File: src/rtl/arpeggiator_note_selector_defines.svh
// Assertion macros for the arpeggiator note selector.
// Used by the top level; expects signals clk and arst_n in scope.
`ifndef ARPEGGIATOR_NOTE_SELECTOR_DEFINES_SVH
`define ARPEGGIATOR_NOTE_SELECTOR_DEFINES_SVH

// Check that holds on every edge outside reset
`define ARPNS_ASSERT(lbl, prop, msg) \
	lbl: assert property (@(posedge clk) disable iff (!arst_n) prop) else $error(msg);

// Check that also holds while reset is applied
`define ARPNS_ASSERT_RST(lbl, prop, msg) \
	lbl: assert property (@(posedge clk) prop) else $error(msg);

`endif

File: src/rtl/arpns_pkg.sv
// Shared constants, command/status types and helper functions for the
// arpeggiator note selector. No dependencies.
package arpns_pkg;

	localparam int HELD_DEPTH = 16;
	localparam int SET_DEPTH  = 32;
	localparam int HIDX_W = $clog2(HELD_DEPTH);
	localparam int HCNT_W = $clog2(HELD_DEPTH + 1);
	localparam int SIDX_W = $clog2(SET_DEPTH);
	localparam int SCNT_W = $clog2(SET_DEPTH + 1);
	localparam int CNT_W  = (HCNT_W > SCNT_W) ? HCNT_W : SCNT_W;
	localparam int DIV_W  = SCNT_W + 8;

	localparam int NOTE_W  = 7;
	localparam int SIZE_W  = 6;
	localparam int KIND_W  = 2;
	localparam int AMODE_W = 3;
	localparam int ROOT_W  = 4;
	localparam int CTYPE_W = 3;
	localparam int SEED_W  = 16;
	localparam int CIDX_W  = 2;

	localparam logic [SEED_W-1:0] LFSR_TAPS  = 16'hB400;
	localparam logic [SEED_W-1:0] SEED_RESET = 16'd44257;
	localparam logic [ROOT_W-1:0] ROOT_NONE  = 4'd12;
	localparam logic [CTYPE_W-1:0] CTYPE_NONE = 3'd5;

	// Markov thresholds on the random byte
	localparam logic [7:0] MK_FWD1 = 8'd102;
	localparam logic [7:0] MK_BACK = 8'd153;
	localparam logic [7:0] MK_HOLD = 8'd192;
	localparam logic [7:0] MK_FWD2 = 8'd230;

	// Selection modes
	localparam logic [AMODE_W-1:0] ARP_UP     = 3'd0;
	localparam logic [AMODE_W-1:0] ARP_DOWN   = 3'd1;
	localparam logic [AMODE_W-1:0] ARP_UPDOWN = 3'd2;
	localparam logic [AMODE_W-1:0] ARP_RANDOM = 3'd3;
	localparam logic [AMODE_W-1:0] ARP_SMART  = 3'd4;

	// Input item kinds
	localparam logic [KIND_W-1:0] KIND_PRESS   = 2'd0;
	localparam logic [KIND_W-1:0] KIND_RELEASE = 2'd1;
	localparam logic [KIND_W-1:0] KIND_STEP    = 2'd2;

	// Register indexes
	localparam logic [CIDX_W-1:0] CFG_MODE = 2'd0;
	localparam logic [CIDX_W-1:0] CFG_ROOT = 2'd1;
	localparam logic [CIDX_W-1:0] CFG_TYPE = 2'd2;
	localparam logic [CIDX_W-1:0] CFG_SEED = 2'd3;

	typedef enum logic [4:0] {
		OP_NONE, OP_LOAD, OP_SCAN_NEXT, OP_PRESS_ADD, OP_REL_HIT, OP_REL_SHIFT,
		OP_REL_DROP, OP_REB_INIT, OP_COPY, OP_COPY_END, OP_TONE_CAND,
		OP_TONE_SCAN_NEXT, OP_TONE_ADD, OP_TONE_SKIP, OP_SORT_LOAD,
		OP_SORT_SHIFT, OP_SORT_PLACE, OP_FIX, OP_PICK, OP_DIV_STEP, OP_EMIT
	} op_t;

	typedef enum logic [1:0] {RD_IDX, RD_JDX, RD_JDXM1, RD_POS} rd_sel_t;

	typedef struct packed {
		op_t     op;
		rd_sel_t rd_sel;
	} cmd_t;

	typedef struct packed {
		logic held_zero;
		logic dirty;
		logic scan_end;
		logic held_match;
		logic held_full;
		logic copy_end;
		logic smart;
		logic tone_end;
		logic cand_high;
		logic set_scan_end;
		logic set_match;
		logic sort_end;
		logic sort_stop;
		logic pick_div;
		logic div_last;
		logic out_free;
		logic [HCNT_W-1:0] held_cnt;
		logic [SCNT_W-1:0] arp_cnt;
		logic [SIDX_W-1:0] cursor;
	} sts_t;

	function automatic logic [SEED_W-1:0] lfsr_step(input logic [SEED_W-1:0] x);
		lfsr_step = (x >> 1) ^ (x[0] ? LFSR_TAPS : '0);
	endfunction

	// Remainder by twelve for values below 192
	function automatic logic [3:0] mod12(input logic [7:0] x);
		logic [7:0] r;
		r = x;
		if (r >= 8'd96) r = r - 8'd96;
		if (r >= 8'd48) r = r - 8'd48;
		if (r >= 8'd24) r = r - 8'd24;
		if (r >= 8'd12) r = r - 8'd12;
		mod12 = r[3:0];
	endfunction

	function automatic logic [2:0] tone_count(input logic [CTYPE_W-1:0] ct);
		tone_count = (ct < 3'd2) ? 3'd3 : 3'd4;
	endfunction

	function automatic logic [3:0] tone_step(input logic [CTYPE_W-1:0] ct,
		input logic [1:0] t);
		logic [3:0] s;
		s = 4'd0;
		case (t)
			2'd1: s = (ct == 3'd1 || ct == 3'd3) ? 4'd3 : 4'd4;
			2'd2: s = 4'd7;
			2'd3: s = (ct == 3'd4) ? 4'd11 : 4'd10;
			default: s = 4'd0;
		endcase
		tone_step = s;
	endfunction

endpackage

File: src/rtl/arpeggiator_note_selector.sv
// Top level of the arpeggiator note selector: sequencer plus datapath.
// Depends on arpns_pkg, arpns_ctrl, arpns_dp and the assertion macro header.
//
//  channel | handshake            | payload
//  --------+----------------------+---------------------------
//  input   | in_valid / in_stall  | mode, note
//  result  | out_valid / out_stall| note_out, set_size
//  config  | cfg_valid / cfg_ready| cfg_index, cfg_data
//
// Press and release scan the held list, one entry per cycle. A step on a
// clean set picks and emits; a random draw adds a restoring remainder loop;
// a rebuild adds copy, chord-tone scan and an insertion sort with one
// set-memory access per cycle.
// Reset clears all counters and flags at once; no clearing pass.
// in_stall is high from acceptance until the result is loaded in the output
// register; a stalled result holds while the next item is taken.
`include "arpeggiator_note_selector_defines.svh"

module arpeggiator_note_selector import arpns_pkg::*; (
	input  logic               clk,
	input  logic               arst_n,
	input  logic               in_valid,
	output logic               in_stall,
	input  logic [KIND_W-1:0]  mode,
	input  logic [NOTE_W-1:0]  note,
	output logic               out_valid,
	input  logic               out_stall,
	output logic [NOTE_W-1:0]  note_out,
	output logic [SIZE_W-1:0]  set_size,
	input  logic               cfg_valid,
	output logic               cfg_ready,
	input  logic [CIDX_W-1:0]  cfg_index,
	input  logic [SEED_W-1:0]  cfg_data
);

	cmd_t cmd;
	sts_t sts;

	arpns_ctrl u_ctrl (
		.clk      (clk),
		.arst_n   (arst_n),
		.in_valid (in_valid),
		.mode     (mode),
		.in_stall (in_stall),
		.sts      (sts),
		.cmd      (cmd)
	);

	arpns_dp u_dp (
		.clk       (clk),
		.arst_n    (arst_n),
		.cfg_valid (cfg_valid),
		.cfg_ready (cfg_ready),
		.cfg_index (cfg_index),
		.cfg_data  (cfg_data),
		.note      (note),
		.out_stall (out_stall),
		.cmd       (cmd),
		.sts       (sts),
		.out_valid (out_valid),
		.note_out  (note_out),
		.set_size  (set_size)
	);

	// Checks
	`ARPNS_ASSERT(a_held_bound, sts.held_cnt <= HCNT_W'(HELD_DEPTH), "held count overflow")
	`ARPNS_ASSERT(a_size_nonzero, $rose(out_valid) |-> set_size != '0, "empty set emitted")
	`ARPNS_ASSERT(a_cursor_range, (!in_stall && sts.arp_cnt != '0) |-> SCNT_W'(sts.cursor) < sts.arp_cnt, "cursor out of range")
	`ARPNS_ASSERT_RST(a_reset_quiet, !arst_n |-> !out_valid, "result during reset")

endmodule

File: src/rtl/arpns_ctrl.sv
// Sequencer for the arpeggiator note selector: walks press, release,
// rebuild, sort and pick phases. Depends on arpns_pkg.
module arpns_ctrl import arpns_pkg::*; (
	input  logic              clk,
	input  logic              arst_n,
	input  logic              in_valid,
	input  logic [KIND_W-1:0] mode,
	output logic              in_stall,
	input  sts_t              sts,
	output cmd_t              cmd
);

	typedef enum logic [3:0] {
		S_IDLE, S_PRESS, S_REL, S_REL_SHIFT, S_REB, S_COPY, S_TONE_CAND,
		S_TONE_SCAN, S_SORT_OUTER, S_SORT_INNER, S_FIX, S_PICK, S_DIV, S_EMIT
	} state_t;

	state_t state_q, state_d;

	assign in_stall = (state_q != S_IDLE);

	// Next state and datapath command
	always_comb begin
		state_d = state_q;
		cmd.op = OP_NONE;
		unique case (state_q)
			S_SORT_OUTER: cmd.rd_sel = RD_IDX;
			S_SORT_INNER: cmd.rd_sel = RD_JDXM1;
			S_EMIT:       cmd.rd_sel = RD_POS;
			default:      cmd.rd_sel = RD_JDX;
		endcase
		unique case (state_q)
			S_IDLE: begin
				if (in_valid) begin
					cmd.op = OP_LOAD;
					case (mode)
						KIND_PRESS:   state_d = S_PRESS;
						KIND_RELEASE: state_d = S_REL;
						KIND_STEP: begin
							if (sts.held_zero) state_d = S_IDLE;
							else if (sts.dirty) state_d = S_REB;
							else state_d = S_PICK;
						end
						default: state_d = S_IDLE;
					endcase
				end
			end
			S_PRESS: begin
				if (sts.scan_end) begin
					if (!sts.held_full) cmd.op = OP_PRESS_ADD;
					state_d = S_IDLE;
				end else if (sts.held_match) begin
					state_d = S_IDLE;
				end else begin
					cmd.op = OP_SCAN_NEXT;
				end
			end
			S_REL: begin
				if (sts.scan_end) begin
					state_d = S_IDLE;
				end else if (sts.held_match) begin
					cmd.op = OP_REL_HIT;
					state_d = S_REL_SHIFT;
				end else begin
					cmd.op = OP_SCAN_NEXT;
				end
			end
			S_REL_SHIFT: begin
				if (sts.scan_end) begin
					cmd.op = OP_REL_DROP;
					state_d = S_IDLE;
				end else begin
					cmd.op = OP_REL_SHIFT;
				end
			end
			S_REB: begin
				cmd.op = OP_REB_INIT;
				state_d = S_COPY;
			end
			S_COPY: begin
				if (sts.copy_end) begin
					cmd.op = OP_COPY_END;
					state_d = sts.smart ? S_TONE_CAND : S_SORT_OUTER;
				end else begin
					cmd.op = OP_COPY;
				end
			end
			S_TONE_CAND: begin
				if (sts.tone_end) begin
					state_d = S_SORT_OUTER;
				end else begin
					cmd.op = OP_TONE_CAND;
					state_d = S_TONE_SCAN;
				end
			end
			S_TONE_SCAN: begin
				if (sts.cand_high) begin
					cmd.op = OP_TONE_SKIP;
					state_d = S_TONE_CAND;
				end else if (sts.set_scan_end) begin
					cmd.op = OP_TONE_ADD;
					state_d = S_TONE_CAND;
				end else if (sts.set_match) begin
					cmd.op = OP_TONE_SKIP;
					state_d = S_TONE_CAND;
				end else begin
					cmd.op = OP_TONE_SCAN_NEXT;
				end
			end
			S_SORT_OUTER: begin
				if (sts.sort_end) begin
					state_d = S_FIX;
				end else begin
					cmd.op = OP_SORT_LOAD;
					state_d = S_SORT_INNER;
				end
			end
			S_SORT_INNER: begin
				if (sts.sort_stop) begin
					cmd.op = OP_SORT_PLACE;
					state_d = S_SORT_OUTER;
				end else begin
					cmd.op = OP_SORT_SHIFT;
				end
			end
			S_FIX: begin
				cmd.op = OP_FIX;
				state_d = S_PICK;
			end
			S_PICK: begin
				cmd.op = OP_PICK;
				state_d = sts.pick_div ? S_DIV : S_EMIT;
			end
			S_DIV: begin
				cmd.op = OP_DIV_STEP;
				if (sts.div_last) state_d = S_EMIT;
			end
			S_EMIT: begin
				if (sts.out_free) begin
					cmd.op = OP_EMIT;
					state_d = S_IDLE;
				end
			end
			default: state_d = S_IDLE;
		endcase
	end

	// State register
	always_ff @(posedge clk or negedge arst_n) begin
		if (!arst_n) begin
			state_q <= S_IDLE;
		end else begin
			state_q <= state_d;
		end
	end

endmodule

File: src/rtl/arpns_dp.sv
// Datapath of the arpeggiator note selector: held list, arpeggio set,
// cursors, LFSR, remainder unit and output register. Depends on arpns_pkg.
module arpns_dp import arpns_pkg::*; (
	input  logic               clk,
	input  logic               arst_n,
	input  logic               cfg_valid,
	output logic               cfg_ready,
	input  logic [CIDX_W-1:0]  cfg_index,
	input  logic [SEED_W-1:0]  cfg_data,
	input  logic [NOTE_W-1:0]  note,
	input  logic               out_stall,
	input  cmd_t               cmd,
	output sts_t               sts,
	output logic               out_valid,
	output logic [NOTE_W-1:0]  note_out,
	output logic [SIZE_W-1:0]  set_size
);

	logic [NOTE_W-1:0]  held_q [HELD_DEPTH];
	logic [NOTE_W-1:0]  set_q [SET_DEPTH];
	logic [HCNT_W-1:0]  held_total_q;
	logic [SCNT_W-1:0]  arp_total_q;
	logic [SIDX_W-1:0]  cursor_q, chain_q, pos_q;
	logic               asc_q, dirty_q, half_q, div_chain_q, out_valid_q;
	logic [SEED_W-1:0]  lfsr_q;
	logic [AMODE_W-1:0] amode_q;
	logic [ROOT_W-1:0]  root_q;
	logic [CTYPE_W-1:0] ctype_q;
	logic [NOTE_W-1:0]  key_q, val_q, lowest_q, note_out_q;
	logic [CNT_W-1:0]   idx_q;
	logic [SCNT_W-1:0]  jdx_q;
	logic [2:0]         tone_q, dstep_q;
	logic [7:0]         cand_q, rem_q;
	logic [SIZE_W-1:0]  size_q;

	logic [NOTE_W-1:0]  held_rd, set_rd;
	logic [SCNT_W-1:0]  set_addr;
	logic               cfg_wr;

	assign cfg_ready = 1'b1;
	assign cfg_wr    = cfg_valid & cfg_ready;
	assign out_valid = out_valid_q;
	assign note_out  = note_out_q;
	assign set_size  = size_q;

	// Single read port on each store
	assign held_rd = held_q[idx_q[HIDX_W-1:0]];
	always_comb begin
		case (cmd.rd_sel)
			RD_IDX:   set_addr = SCNT_W'(idx_q);
			RD_JDXM1: set_addr = jdx_q - 1'b1;
			RD_POS:   set_addr = SCNT_W'(pos_q);
			default:  set_addr = jdx_q;
		endcase
	end
	assign set_rd = set_q[set_addr[SIDX_W-1:0]];

	// Chord tone candidate
	logic [4:0] pc_sum;
	logic [3:0] pc, lmod, diff;
	logic [7:0] cand_d;
	always_comb begin
		pc_sum = {1'b0, root_q} + {1'b0, tone_step(ctype_q, tone_q[1:0])};
		pc = (pc_sum >= 5'd12) ? 4'(pc_sum - 5'd12) : pc_sum[3:0];
		lmod = mod12({1'b0, lowest_q});
		diff = (pc >= lmod) ? (pc - lmod) : (pc + 4'd12 - lmod);
		cand_d = {1'b0, lowest_q} + {4'd0, diff} + (half_q ? 8'd12 : 8'd0);
	end

	// Pick arithmetic
	logic [SEED_W-1:0] lfsr1, lfsr2;
	logic [7:0]        r1;
	logic [SCNT_W-1:0] n, c, ch, cc, p1, pm, p2;
	logic              markov;
	always_comb begin
		lfsr1 = lfsr_step(lfsr_q);
		lfsr2 = lfsr_step(lfsr1);
		r1 = lfsr1[7:0];
		n  = arp_total_q;
		c  = SCNT_W'(cursor_q);
		ch = SCNT_W'(chain_q);
		cc = (c >= n) ? n - 1'b1 : c;
		p1 = (ch + 1'b1 == n) ? '0 : ch + 1'b1;
		pm = (ch == '0) ? n - 1'b1 : ch - 1'b1;
		p2 = ch + SCNT_W'(2);
		if (p2 >= n) p2 = p2 - n;
		if (p2 >= n) p2 = p2 - n;
		markov = !(amode_q == ARP_UP || amode_q == ARP_DOWN ||
			amode_q == ARP_UPDOWN || amode_q == ARP_RANDOM);
	end

	// Restoring remainder step
	logic [DIV_W-1:0] dsh;
	logic [7:0]       rem_d;
	always_comb begin
		dsh = DIV_W'(n) << dstep_q;
		rem_d = (DIV_W'(rem_q) >= dsh) ? rem_q - dsh[7:0] : rem_q;
	end

	// Status toward the sequencer
	always_comb begin
		sts.held_zero    = (held_total_q == '0);
		sts.dirty        = dirty_q;
		sts.scan_end     = (idx_q >= CNT_W'(held_total_q));
		sts.held_match   = (held_rd == key_q);
		sts.held_full    = (held_total_q == HCNT_W'(HELD_DEPTH));
		sts.copy_end     = sts.scan_end || (arp_total_q == SCNT_W'(SET_DEPTH));
		sts.smart        = (amode_q == ARP_SMART) && (root_q < ROOT_NONE) &&
			(ctype_q < CTYPE_NONE);
		sts.tone_end     = (tone_q >= tone_count(ctype_q));
		sts.cand_high    = cand_q[7];
		sts.set_scan_end = (jdx_q == arp_total_q);
		sts.set_match    = (set_rd == cand_q[6:0]);
		sts.sort_end     = (idx_q >= CNT_W'(arp_total_q));
		sts.sort_stop    = (jdx_q == '0) || !(set_rd > val_q);
		sts.pick_div     = (amode_q == ARP_RANDOM) || (markov && r1 >= MK_FWD2);
		sts.div_last     = (dstep_q == '0);
		sts.out_free     = !out_valid_q || !out_stall;
		sts.held_cnt     = held_total_q;
		sts.arp_cnt      = arp_total_q;
		sts.cursor       = cursor_q;
	end

	// Stores and scratch registers without reset
	always_ff @(posedge clk) begin
		case (cmd.op)
			OP_LOAD: key_q <= note;
			OP_PRESS_ADD: held_q[held_total_q[HIDX_W-1:0]] <= key_q;
			OP_REL_SHIFT: held_q[HIDX_W'(idx_q - 1'b1)] <= held_rd;
			OP_REB_INIT: lowest_q <= '1;
			OP_COPY: begin
				set_q[arp_total_q[SIDX_W-1:0]] <= held_rd;
				if (held_rd < lowest_q) lowest_q <= held_rd;
			end
			OP_TONE_CAND: cand_q <= cand_d;
			OP_TONE_ADD: begin
				if (arp_total_q < SCNT_W'(SET_DEPTH))
					set_q[arp_total_q[SIDX_W-1:0]] <= cand_q[6:0];
			end
			OP_SORT_LOAD: val_q <= set_rd;
			OP_SORT_SHIFT: set_q[jdx_q[SIDX_W-1:0]] <= set_rd;
			OP_SORT_PLACE: set_q[jdx_q[SIDX_W-1:0]] <= val_q;
			OP_EMIT: begin
				note_out_q <= set_rd;
				size_q <= SIZE_W'(arp_total_q);
			end
			default: ;
		endcase
	end

	// Control state and registers
	always_ff @(posedge clk or negedge arst_n) begin
		if (!arst_n) begin
			amode_q      <= ARP_UP;
			root_q       <= ROOT_NONE;
			ctype_q      <= CTYPE_NONE;
			lfsr_q       <= SEED_RESET;
			held_total_q <= '0;
			arp_total_q  <= '0;
			cursor_q     <= '0;
			chain_q      <= '0;
			pos_q        <= '0;
			asc_q        <= 1'b1;
			dirty_q      <= 1'b0;
			idx_q        <= '0;
			jdx_q        <= '0;
			tone_q       <= '0;
			half_q       <= 1'b0;
			rem_q        <= '0;
			dstep_q      <= '0;
			div_chain_q  <= 1'b0;
			out_valid_q  <= 1'b0;
		end else begin
			if (out_valid_q && !out_stall) out_valid_q <= 1'b0;
			// Register writes
			if (cfg_wr) begin
				unique case (cfg_index)
					CFG_MODE: begin
						amode_q <= cfg_data[AMODE_W-1:0];
						dirty_q <= 1'b1;
					end
					CFG_ROOT: begin
						root_q <= cfg_data[ROOT_W-1:0];
						dirty_q <= 1'b1;
					end
					CFG_TYPE: begin
						ctype_q <= cfg_data[CTYPE_W-1:0];
						dirty_q <= 1'b1;
					end
					CFG_SEED: lfsr_q <= cfg_data;
					default: ;
				endcase
			end
			case (cmd.op)
				OP_LOAD: idx_q <= '0;
				OP_SCAN_NEXT: idx_q <= idx_q + 1'b1;
				OP_PRESS_ADD: begin
					held_total_q <= held_total_q + 1'b1;
					dirty_q <= 1'b1;
				end
				OP_REL_HIT: begin
					idx_q <= idx_q + 1'b1;
					dirty_q <= 1'b1;
				end
				OP_REL_SHIFT: idx_q <= idx_q + 1'b1;
				OP_REL_DROP: held_total_q <= held_total_q - 1'b1;
				OP_REB_INIT: begin
					arp_total_q <= '0;
					dirty_q <= 1'b0;
					idx_q <= '0;
				end
				OP_COPY: begin
					arp_total_q <= arp_total_q + 1'b1;
					idx_q <= idx_q + 1'b1;
				end
				OP_COPY_END: begin
					idx_q <= CNT_W'(1);
					tone_q <= '0;
					half_q <= 1'b0;
				end
				OP_TONE_CAND: jdx_q <= '0;
				OP_TONE_SCAN_NEXT: jdx_q <= jdx_q + 1'b1;
				OP_TONE_ADD, OP_TONE_SKIP: begin
					if (cmd.op == OP_TONE_ADD && arp_total_q < SCNT_W'(SET_DEPTH))
						arp_total_q <= arp_total_q + 1'b1;
					half_q <= !half_q;
					if (half_q) tone_q <= tone_q + 1'b1;
				end
				OP_SORT_LOAD: jdx_q <= SCNT_W'(idx_q);
				OP_SORT_SHIFT: jdx_q <= jdx_q - 1'b1;
				OP_SORT_PLACE: idx_q <= idx_q + 1'b1;
				OP_FIX: begin
					if (c >= n) cursor_q <= '0;
					if (ch >= n) chain_q <= '0;
				end
				OP_PICK: begin
					case (amode_q)
						ARP_UP, ARP_DOWN: begin
							pos_q <= (amode_q == ARP_UP) ? cursor_q
								: SIDX_W'(n - 1'b1 - c);
							cursor_q <= (c + 1'b1 == n) ? '0 : SIDX_W'(c + 1'b1);
						end
						ARP_UPDOWN: begin
							if (n == SCNT_W'(1)) begin
								pos_q <= '0;
							end else begin
								pos_q <= SIDX_W'(cc);
								if (asc_q) begin
									if (cc >= n - 1'b1) begin
										asc_q <= 1'b0;
										cursor_q <= SIDX_W'(cc - 1'b1);
									end else begin
										cursor_q <= SIDX_W'(cc + 1'b1);
									end
								end else if (cc == '0) begin
									asc_q <= 1'b1;
									cursor_q <= SIDX_W'(1);
								end else begin
									cursor_q <= SIDX_W'(cc - 1'b1);
								end
							end
						end
						ARP_RANDOM: begin
							lfsr_q <= lfsr1;
							rem_q <= r1;
							dstep_q <= 3'd7;
							div_chain_q <= 1'b0;
						end
						default: begin
							if (r1 < MK_FWD1) begin
								lfsr_q <= lfsr1;
								pos_q <= SIDX_W'(p1);
								chain_q <= SIDX_W'(p1);
							end else if (r1 < MK_BACK) begin
								lfsr_q <= lfsr1;
								pos_q <= SIDX_W'(pm);
								chain_q <= SIDX_W'(pm);
							end else if (r1 < MK_HOLD) begin
								lfsr_q <= lfsr1;
								pos_q <= chain_q;
							end else if (r1 < MK_FWD2) begin
								lfsr_q <= lfsr1;
								pos_q <= SIDX_W'(p2);
								chain_q <= SIDX_W'(p2);
							end else begin
								lfsr_q <= lfsr2;
								rem_q <= lfsr2[7:0];
								dstep_q <= 3'd7;
								div_chain_q <= 1'b1;
							end
						end
					endcase
				end
				OP_DIV_STEP: begin
					rem_q <= rem_d;
					dstep_q <= dstep_q - 1'b1;
					if (dstep_q == '0) begin
						pos_q <= SIDX_W'(rem_d);
						if (div_chain_q) chain_q <= SIDX_W'(rem_d);
					end
				end
				OP_EMIT: out_valid_q <= 1'b1;
				default: ;
			endcase
		end
	end

endmodule
File: config.mk
export PLATFORM = sky130hd
export DESIGN_NAME = arpeggiator_note_selector
export DESIGN_NICKNAME = d
export VERILOG_FILES = /design/src/rtl/arpns_pkg.sv /design/src/rtl/arpeggiator_note_selector.sv /design/src/rtl/arpns_ctrl.sv /design/src/rtl/arpns_dp.sv
export VERILOG_INCLUDE_DIRS = /design/src /design/src/rtl
export SDC_FILE = /design/constraint.sdc
export NUM_CORES = 1
export LEC_CHECK = 0
export BUFFER_PORTS_ARGS = -buffer_cell sky130_fd_sc_hd__clkbuf_2
export CAP_MARGIN = 20
export CORE_MARGIN = 2
export CORE_UTILIZATION = 55
export DETAILED_ROUTE_END_ITERATION = 8
export PLACE_DENSITY = 0.77
export SETUP_SLACK_MARGIN = 0.3
export SYNTH_ARGS = -nofsm -noshare
export SYNTH_HDL_FRONTEND = slang
export SYNTH_SLANG_ARGS = --single-unit
export TNS_END_PERCENT = 1
File: constraint.sdc
create_clock -name clk -period 7.2 [get_ports clk]
set_clock_uncertainty 0.2 [all_clocks]
set_input_delay 0.72 -clock clk [delete_from_list [all_inputs] [get_ports clk]]
set_output_delay 0.72 -clock clk [all_outputs]
set_load 0.01 [all_outputs]
After elaboration in Yosys (flattened, before gate mapping)
Memory sizes are Yosys's and may differ from the RTL's. Index checks and enable logic that the tools add are counted.

Memory bits (writable): 336. Register bits after elaboration: 129. Memories kept: 2. Word-level logic and storage cells: 397. Output and inout port bits: 16. Input port bits: 32.

Memories: u_dp.set_q (depth 32, width 7, read ports 1, clocked after Yosys merged registers in 0, wr ports 1, line arpns_dp.sv:20) `logic [NOTE_W-1:0] set_q [SET_DEPTH];`; u_dp.held_q (depth 16, width 7, read ports 1, clocked after Yosys merged registers in 0, wr ports 1, line arpns_dp.sv:19) `logic [NOTE_W-1:0] held_q [HELD_DEPTH];`.

$lt $le $gt $ge: 26. Multiplexer cells: 147. Shifts and indexed selects: 1. Bitwise operators: 6. Equal/unequal tests: 91. Add/subtract/negate cells: 31. Reductions and logical operators: 66.

Operators by type and width (count): $mux W5 (30); $mux W16 (9); $mux W4 (24); $pmux W5 S14 (1); $mux W8 (8); $pmux W4 S14 (1); $pmux W5 S3 (3); $eq A5 B4 Y1 const B (8); $pmux W5 S2 (4); $pmux W6 S3 (2); $mux W7 (5); $pmux W16 S2 (1); $pmux W8 S2 (2); $xor A15 B16 Y16 (2); $eq A5 B5 Y1 const B (6); $mux W1 (30); $mux W3 (9); $eq A4 B4 Y1 const B (6); $ge A6 B6 Y1 (4); $lt A8 B8 Y1 const B (3); $pmux W4 S3 (2); $pmux W6 S4 (1); $ne A2 B1 Y1 const B (11); $eq A5 B3 Y1 const B (4); 92 further kinds (192).

Logic depth before layout (Yosys ltp)
Gate-level depths: netlist (run 1). An unclocked memory read counts as a cell.

Depth after elaboration: 16. Mapped depth: 31. Depth with buffers taken out: 27.

By module
Synthesis (run 1) repeated with hierarchy kept, for this count alone.

Cell total of the unflattened synthesis: 2176. Area, all modules: 25801.0 um^2.

Modules (own cells, without submodules): arpns_dp (cells an instance 2079, seq. area each 13444.1 um^2, instances 1, area an instance 25045.3 um^2); arpns_ctrl (cells an instance 97, seq. area each 100.1 um^2, instances 1, area an instance 755.7 um^2).

Worst setup path before layout (run 1)
OpenSTA, ideal clock, no wires.

Path type: register -> register. Start point: register u_dp.jdx_q[1]. End point: memory u_dp.set_q[0][4] (data pin). Period minus slack after synthesis: 6.759 ns. Setup time: 0.454 ns. Path buffers: 2. Data arrival time: 6.105 ns. Stages on the path, launching flop included: 24. Setup slack: 0.441 ns. Path through: dfrtp_1 clkbuf_1 inv_1 ha_1 nor3b_1 o211ai_1 a221oi_1 nor3_1 and4b_1 a31oi_1 and4_1 ha_1 nor2b_1 o21a_1 o21a_1 o21a_1 o211ai_1 a211oi_1 clkbuf_1 or3_1 or3_1 nor2_1 mux2_2 o21ai_0.

Word-level cells in the longest chain between the ends: 14. Elaborated cells between the ends (all ways): 28.

Ends and longest elaborated chain: from (decl) (line arpns_dp.sv:31) `logic [SCNT_W-1:0] jdx_q;`; from (signal assigned) (line arpns_dp.sv:222) `OP_TONE_SCAN_NEXT: jdx_q <= jdx_q + 1'b1;`; from (signal assigned) (line arpns_dp.sv:229) `OP_SORT_LOAD: jdx_q <= SCNT_W'(idx_q);`; from (signal assigned) (line arpns_dp.sv:230) `OP_SORT_SHIFT: jdx_q <= jdx_q - 1'b1;`; $sub A6 B1 Y6 (line arpns_dp.sv:51) `RD_JDXM1: set_addr = jdx_q - 1'b1;`; $pmux W5 S3 (*) (line arpns_dp.sv:49) `case (cmd.rd_sel)`; $mem_v2 Z32 W7 (*); net u_dp.set_rd[1] (line arpns_dp.sv:36) `logic [NOTE_W-1:0] held_rd, set_rd;`; $gt A7 B7 Y1 / $eq A7 B7 Y1 (equally long branches) (line arpns_dp.sv:115, arpns_dp.sv:113); $logic_not A1 Y1 / $mux W3 (equally long branches) (line arpns_dp.sv:115, arpns_ctrl.sv:103); $logic_or A1 B1 Y1 / $mux W5 (equally long branches) (line arpns_dp.sv:115, arpns_ctrl.sv:100); $mux W5, on equally long branches (line arpns_ctrl.sv:119, arpns_ctrl.sv:97); $pmux W5 S14 (*) (line arpns_ctrl.sv:32) `unique case (state_q)`; $eq A5 B4 Y1 / $eq A5 B5 Y1 (equally long branches) (line arpns_dp.sv:126) `case (cmd.op)`; $mux W1 (line arpns_dp.sv:126); $mux W1, on equally long branches (line arpns_dp.sv:141, arpns_dp.sv:142); $or A1 B1 Y1 (no source line); $reduce_or A7 Y1 (no source line); $mux W7 (no source line) (*); to (decl) (line arpns_dp.sv:20).

Mark *: on every way through the listed nets, which the timed path passes. The rest lies on a longest branch.

Worst setup path in the final report (run 1)
Start point: register u_ctrl.state_q[2]. End point: memory u_dp.set_q[0][0] (data pin).

Word-level cells in the longest chain between the ends: 16. Elaborated cells between the ends (all ways): 43.

Ends and longest elaborated chain: from (decl) (line arpns_ctrl.sv:18) `state_t state_q, state_d;`; from (signal assigned) (line arpns_ctrl.sv:153) `state_q <= state_d;`; $eq A4 B4 Y1 (line arpns_ctrl.sv:26) `unique case (state_q)`; $pmux W2 S3 (*) (line arpns_ctrl.sv:26); $eq A2 B2 Y1 / $logic_not A2 Y1 (equally long branches) (line arpns_dp.sv:49); $pmux W5 S3 (*) (line arpns_dp.sv:49); $mem_v2 Z32 W7 (*); net u_dp.set_rd[1] (line arpns_dp.sv:36); $gt A7 B7 Y1 / $eq A7 B7 Y1 (equally long branches) (line arpns_dp.sv:115, arpns_dp.sv:113); $logic_not A1 Y1 / $mux W3 (equally long branches) (line arpns_dp.sv:115, arpns_ctrl.sv:103); $logic_or A1 B1 Y1 / $mux W5 (equally long branches) (line arpns_dp.sv:115, arpns_ctrl.sv:100); $mux W5, on equally long branches (line arpns_ctrl.sv:119, arpns_ctrl.sv:97); $pmux W5 S14 (*) (line arpns_ctrl.sv:32); $eq A5 B4 Y1 / $eq A5 B5 Y1 (equally long branches) (line arpns_dp.sv:126); $mux W1 (line arpns_dp.sv:126); $mux W1, on equally long branches (line arpns_dp.sv:141, arpns_dp.sv:142); $or A1 B1 Y1 (no source line); $reduce_or A7 Y1 (no source line); $mux W7 (no source line) (*).

Marked as above.

==> results, run 1 <==
- The flow ran to the end, and the final reports show no timing, DRC or antenna violations.
- The share of flip-flops with an asynchronous set or reset after synthesis is 18.7%.
- The number of failing setup endpoints in the final timing report is 0.
- The die width is 220 microns.
- The number of buffers and inverters on the critical path is 5.
- The half-perimeter wire length after placement is 49800 microns.
- Headroom to the max-slew limit came out at 16.5%.
- The peak fanout along the critical path is 32.
- The peak per-stage delay on the critical path is 570 ps.
- In the routed design, unresolved DRC markers number 0.
- The clock buffer count from CTS is 48.
- In this run the count of I/O pins placed on the die edge is 48.
- The count of TritonRoute iterations in the first routing pass is 6.
- Summing every instance area after synthesis gives 0.0255 sq mm.
- For this run, the number of Yosys warnings is 0.
- The clock-pin slew on the worst setup and hold paths is 60 ps.
- The smallest hold slack is 109 ps.
- The maximum level of the CTS H-tree is 2.
- The die boundary height is 220 microns.
- In the final layout, the share of cells above drive strength 1 is 16.2%.
- The required time at the worst-slack endpoint is 7380 ps.
- The final RePlAce weighted congestion is 1.02.
- Compared with the post-synthesis result, the final layout area differs by 12.2%.
- The startpoint identified for the worst hold timing path is note[1].
- The initial DRC count is 2204.
- The routed design has 71700 microns of wire.
- The worst hold path terminates at u_dp.key_q[1].
- The slowest stage of the critical path is the sky130_fd_sc_hd__dfrtp_4 cell.
- The sequential area share after synthesis is 53.0%.
- Counting stages on the worst path, the most repeated cell is sky130_fd_sc_hd__buf_4.
- The clock tree root driver cell is sky130_fd_sc_hd__clkbuf_16.
- The count of inserted antenna diode cells is 0.
- The average instance in the mapped netlist occupies 11.6 sq um.
- The per-cell routed wire length is 24.4 microns.
- The type of the tightest min-delay check is in2reg.
- The arrival time of the worst setup path is 6900 ps.
- The primary flip-flop cell chosen by synthesis mapping is sky130_fd_sc_hd__edfxtp_1.
- In this run the critical register-to-register path is captured at u_dp.set_q[0][0].
- Yosys mapped a number of flops with a built-in enable equal to 378.
- After the last flow step, the layout net total stands at 2462.
- The number of hold-slack violations in the final timing report is 0.
- The total of buffers placed on input and output ports is 46.
- The number of sinks driven by the clock tree is 465.
- Summed over all failing endpoints, the final setup total negative slack is 0 ps.
- The slack of the worst reg-to-reg path is 470 ps.
- The kind of start point of the critical path is a flip-flop.
- Traced cell by cell, the critical path runs through o21ai_1, a211oi_4, buf_4, nor3_4, buf_4, mux4_2, nor3_1, a31oi_1, and4_1, ha_1, nor2b_1, o21a_1, o21a_1, o21a_1, o211ai_1, a211oi_1, buf_4, or3_1, or3_1, nor2_1, buf_4, mux2_2, o21ai_2, buf_6.
- The number of antenna violations at the first check in global routing is 1.
- The final cycle utilization of the critical path is 93.5%.
- The clock passes through at most 3 buffers.
- After detailed routing, the number of vias per cell comes to 6.50.
- Synthesis instantiated 96 different standard cells from the library.
- TritonCTS built the clock tree.
- After global routing the overflow that remains totals 0.
- The total die area is 0.0482 sq mm.
- The area inside the core boundary is 0.0456 sq mm.
- The type of the setup path with the least slack is reg2reg.
- Once the floorplan was initialized, standard cells occupied 56.1% of the core.
- The via count of the first global-routing pass is 19012.
- The worst hold path cell count is 1.
- The launching point of the worst reg2reg path is u_ctrl.state_q[2].
- In this design, the largest share of critical-path delay is due to simple AND/OR/NAND/NOR gates.
- The number of routed nets with antenna violations is 0.
- Synthesis produced 2204 cells.
- Global routing used 30.1% of the available tracks across all layers.
- Entering global routing, the biggest net connects 72 pins.
- The final critical-path required period is 6730 ps.
- The cell count of the worst reg-to-reg path is 24.
- In this run, synthesis produced a sequential element count of 465.
- At the pin with the least slew margin, the transition time is 1250 ps.
- Synthesis produced a netlist with a net count of 2361.
- Setup repair after global routing could not meet its margin everywhere.
- The number of slew-limit violations in the final report is 0.
- At the later pin of the worst-skew pair, clock insertion delay measures 600 ps.
- The total via count after detailed routing is 19118.
- Across the run, the number of max-cap violations was 0.
- STA classifies the critical path endpoint as a flip-flop.
- The first global-routing pass estimated 111000 microns of wire.
- The initialized floorplan defines 78 standard-cell rows.
- For this run, the top clock speed supported by timing is 149 MHz.
[state kept, by name (all words and copies together) (netlist names), 4 cells and up]
register and count:
u_dp.arp_total_q 6, u_dp.chain_q 5, u_dp.key_q 7, u_ctrl.state_q 4, u_dp.cursor_q 5, u_dp.set_q 224
u_dp.root_q 4, u_dp.rem_q 8, u_dp.set_size 6, u_dp.held_total_q 5, u_dp.lowest_q 7, u_dp.note_out 7
u_dp.cand_q 8, u_dp.pos_q 5, u_dp.idx_q 6, u_dp.jdx_q 6, u_dp.lfsr_q 16, u_dp.held_q 112
u_dp.val_q 7
[cell type report]
class	count	area, sq um
fill	3442	16900
clock inverter	29	313
sequential	465	13600
clock buffer	59	1290
tap	600	751
inverter	111	417
timing repair buffer	168	1210
multi-input combinational	1511	11100
[routing by layer]
| metal | global-route usage, % | up-vias | routed length (microns) |
|---|---|---|---|
| met1 | 39.1 | 9403 | 27900 |
| met4 | 11.4 | 0 | 2690 |
| met3 | 4.69 | 198 | 5850 |
| met2 | 51.3 | 1037 | 35300 |
| li1 | - | 8480 | - |
| met5 | 0 | - | 0 |
[cells in the mapped netlist (37+ instances only)]
cell	number	area [sq um]
sky130_fd_sc_hd__xnor2_1	57	499
sky130_fd_sc_hd__inv_1	107	402
sky130_fd_sc_hd__o211ai_1	37	278
sky130_fd_sc_hd__nand2_1	211	792
sky130_fd_sc_hd__dfrtp_1	74	1850
sky130_fd_sc_hd__nand3_1	77	385
sky130_fd_sc_hd__mux4_2	42	946
sky130_fd_sc_hd__ha_1	112	1400
sky130_fd_sc_hd__o21ai_0	88	440
sky130_fd_sc_hd__mux2i_1	77	771
sky130_fd_sc_hd__edfxtp_1	378	11400
sky130_fd_sc_hd__nor2_1	152	571
sky130_fd_sc_hd__a21oi_1	107	536
sky130_fd_sc_hd__clkbuf_1	70	263
sky130_fd_sc_hd__mux2_2	40	450
[metrics by stage]
stage                     util, %  setup WS, ps  cell area, sq um  cells
after floorplan                 -           441             25500   2204
after global placement       59.2           451             27000   2853
after detailed placement     59.3           251             27000   2854
after CTS                    62.8           284             28600   2943
after global routing         62.9           285             28700   2943
final                        62.9           471             28700   2943
[cell usage in the layout (no fill, tap or decap), types with 25 or more instances in the layout]
cell type and count:
sky130_fd_sc_hd__ha_1 112, sky130_fd_sc_hd__dfrtp_1 71, sky130_fd_sc_hd__xnor2_1 57, sky130_fd_sc_hd__nor3_1 29, sky130_fd_sc_hd__inv_1 107, sky130_fd_sc_hd__a31oi_1 29, sky130_fd_sc_hd__o21ai_0 83, sky130_fd_sc_hd__nor2_1 152
sky130_fd_sc_hd__mux2_2 40, sky130_fd_sc_hd__clkbuf_16 50, sky130_fd_sc_hd__nand4_1 25, sky130_fd_sc_hd__nor2b_1 27, sky130_fd_sc_hd__nand3_1 76, sky130_fd_sc_hd__clkbuf_2 45, sky130_fd_sc_hd__buf_4 115, sky130_fd_sc_hd__edfxtp_1 378
sky130_fd_sc_hd__nand2b_1 31, sky130_fd_sc_hd__a21oi_1 106, sky130_fd_sc_hd__o211ai_1 37, sky130_fd_sc_hd__mux4_2 42, sky130_fd_sc_hd__mux2i_1 77, sky130_fd_sc_hd__xor2_1 33, sky130_fd_sc_hd__nand2_1 211, sky130_fd_sc_hd__a21o_1 36
[how the worst max path moves through the flow]
stage | start | to | slack, ps | cells past startpoint
after floorplan | u_dp.jdx_q[1] | u_dp.set_q[0][4] | 440 | 23
final | u_ctrl.state_q[2] | u_dp.set_q[0][0] | 470 | 24
after CTS | u_ctrl.state_q[2] | u_dp.set_q[0][0] | 280 | 24
after detailed placement | u_ctrl.state_q[2] | u_dp.set_q[22][5] | 250 | 22
after global routing | u_dp.chain_q[1] | u_dp.pos_q[0] | 290 | 22
after global placement | u_ctrl.state_q[2] | u_dp.set_q[22][6] | 450 | 23
[cell families after synthesis]
logic type	synth area share, %
AO/OA/AOI/OAI	13.2
XOR/XNOR	3.09
adder cells (fa/ha/maj)	6.50
buffers and inverters	3.68
flip-flops	53.0
multiplexers	8.48
other	0.0147
AND/OR/NAND/NOR	12.0
[what timing repair did]
item                                   CTS  global route
buffers inserted                         0             0
endpoints found under the hold margin   16             0
hold buffers                             1             0
resized for setup                        1            14
setup endpoints to repair              114           440
Power of run 1 is left out: the tool's default activity adds up to more than one toggle a clock period on the data nets, which glitch-free logic cannot reach.
==> inputs of run 2 (changes only) <==
- BUFFER_PORTS_ARGS: -buffer_cell sky130_fd_sc_hd__clkbuf_2 -> not set
- DONT_BUFFER_PORTS: not set -> 1
- PLACE_DENSITY: 0.77 -> 0.76
==> results, run 2 (synthesis results as in run 1) <==
- The run finished with clean final reports.
- The buffer count from post-CTS setup fixing is 0 (unchanged).
- The final cycle utilization of the critical path was 95.9% (+2.4 points).
- The number of hold-slack violations in the final timing report came to 0 (unchanged).
- The total of buffers placed on input and output ports is 0 (-100%).
- The normalized max-slew margin is 18.4% (+2.0 points).
- The kind of start point of the critical path is a flip-flop.
- Traced cell by cell, the critical path runs through nor2b_1, and3_4, or3_2, buf_12, buf_4, a221oi_1, a311oi_1, or4_4, nor2_1, nor2_1, ha_1, o21a_1, o21a_1, o211ai_1, a211oi_1, buf_4, nor4_1, nor4_2, nor2_1, a2bb2oi_1, buf_4, nor2_1, buf_4.
- STA classifies the critical path endpoint as a flip-flop.
- The post-route setup TNS is 0 ps (unchanged).
- The DRC violation count after routing is 0 (unchanged).
- The aggregate global-route resource usage is 30.3% (+0.18 points).
- The die width was 220 microns (unchanged).
- The total congestion overflow came to 0 (unchanged).
- Setup repair after global routing could not meet its margin everywhere.
- The per-cell routed wire length is 24.6 microns (+1.0%).
- The number of maximum-capacitance violations is 0 (unchanged).
- The count of TritonRoute iterations in the first routing pass is 6 (unchanged).
- The latest clock arrival within the worst-skew pair is 610 ps (about the same).
- The effective utilization at floorplan is 56.1% (unchanged).
- The count of nets after finishing was 2424 (-1.5%).
- The final critical-path required period is 6900 ps (+175 ps).
- The total via count after detailed routing is 19072 (-0.24%).
- The peak fanout along the critical path is 13 (-59%).
- The largest net degree at the start of global routing is 88 (+22%).
- The final wirelength is 71600 microns (-0.23%).
- The half-perimeter wire length after placement is 49800 microns (about the same).
- The count of inserted antenna diode cells is 0 (unchanged).
- The number of flip-flops under the largest register name is 224 (unchanged).
- The number of slew-limit violations in the final report is 0 (unchanged).
- The transition at the pin with the smallest max-transition slack came to 1220 ps (-29.3 ps).
- The number of routed nets with antenna violations is 0 (unchanged).
- The final RePlAce weighted congestion is 1.01 (-1.1%).
- The type of the setup path with the least slack is reg2reg.
- The die boundary height is 220 microns (unchanged).
- The slowest stage cell on the critical path is sky130_fd_sc_hd__a2bb2oi_1.
- The smallest hold slack is 50.9 ps (-57.7 ps).
- The maximum level of the CTS H-tree is 2 (unchanged).
- The peak clock frequency supported by timing is 145 MHz (-2.5%).
- The number of sinks driven by the clock tree was 465 (unchanged).
- The worst-case clock buffer depth was 3 (unchanged).
- The number of antenna violations at the first check in global routing came to 0 (-1).
- The post-detailed-route via-to-cell ratio is 6.56 (+1.0%).
- TritonCTS built the clock tree.
- The total die area is 0.0482 sq mm (unchanged).
- The type of the tightest min-delay check is in2reg.
- The clock-pin slew on the worst setup and hold paths is 60 ps (about the same).
- The slack of the worst reg-to-reg path is 300 ps (-180 ps).
- The via count of the first global-routing pass was 18709 (-1.6%).
- The number of I/O pins came to 48 (unchanged).
- The total number of placement rows came to 78 (unchanged).
- The share of layout cells above drive strength 1 was 14.3% (-1.9 points).
- The global-route wire length before repair is 111000 microns (+0.27%).
- The number of buffers and inverters on the critical path was 5 (unchanged).
- The number of failing setup endpoints in the final timing report is 0 (unchanged).
- The area inside the core boundary is 0.0456 sq mm (unchanged).
- The clock tree root driver cell is sky130_fd_sc_hd__clkbuf_16.
- The clock buffer count from CTS is 49 (+2.1%).
- The library cell used most frequently in the layout, excluding fill and tap cells, is sky130_fd_sc_hd__edfxtp_1.
- The arrival time of the worst setup path is 7060 ps (+160 ps).
- The peak per-stage delay on the critical path is 960 ps (+390 ps).
- The required time at the worst-slack endpoint is 7360 ps (-20 ps).
- In the layout the commonest cells are sky130_fd_sc_hd__edfxtp_1, sky130_fd_sc_hd__nand2_1, sky130_fd_sc_hd__nor2_1.
- The initial DRC count is 1979 (-10%).
- The area overhead of the layout relative to synthesis came to 12.2% (about the same).
- Among cell families on the critical path, the largest total delay comes from simple AND/OR/NAND/NOR gates.
run 2: cell count changes in the layout (fill, tap and decap cells not counted), sizes merged:
cell,before,now
inv,111,118
clkinvlp,8,3
clkinv,16,17
buf,122,121
bufinv,5,8
dlygate4sd3,1,8
clkbuf,104,55
run 2: what timing repair did:
item                                   4_1_cts  5_1_grt
gates resized for setup                      0        1
hold buffers                                 9        0
setup endpoints to repair                    0      315
endpoints found under the hold margin       94        0
run 2: area by class of cell:
class / count / area [sq um]
clock buffer: 55 / 1250
timing repair buffer: 129 / 1150
sequential: 465 / 13500
clock inverter: 35 / 435
tap: 600 / 751
multi-input combinational: 1511 / 11100
inverter: 111 / 417
fill: 3400 / 16900
run 2: through the flow:
step	util (%)	instance area (sq um)	setup WS (ps)	instances
after global routing	62.9	28700	42.8	2906
after CTS	62.9	28600	335	2906
after floorplan	-	25500	441	2204
after detailed placement	58.9	26900	372	2807
final	62.9	28700	296	2906
after global placement	58.9	26800	548	2805
run 2: metal layers:
metal  track usage, %  part of all wire [%]  vias up
met3             6.32                   8.9      213
li1                 -                     -     8411
met1             39.4                    39     9366
met2             49.8                    48     1082
met5                0                     0        -
met4             12.4                   4.3        0
run 2: path summary, 6_finish.rpt:
kind                                    from                   end  cells after the start
max                        u_ctrl.state_q[3]     u_dp.set_q[16][4]                     23
min                              cfg_data[1]       u_dp.amode_q[1]                      2
max reg2reg                u_ctrl.state_q[3]     u_dp.set_q[16][4]                     23
min reg2reg                       u_dp.asc_q            u_dp.asc_q                      2
max in group asynchronous             arst_n         u_dp.idx_q[0]                      2
min in group asynchronous             arst_n  u_dp.held_total_q[1]                      2
Power of run 2 is left out for the same reason.
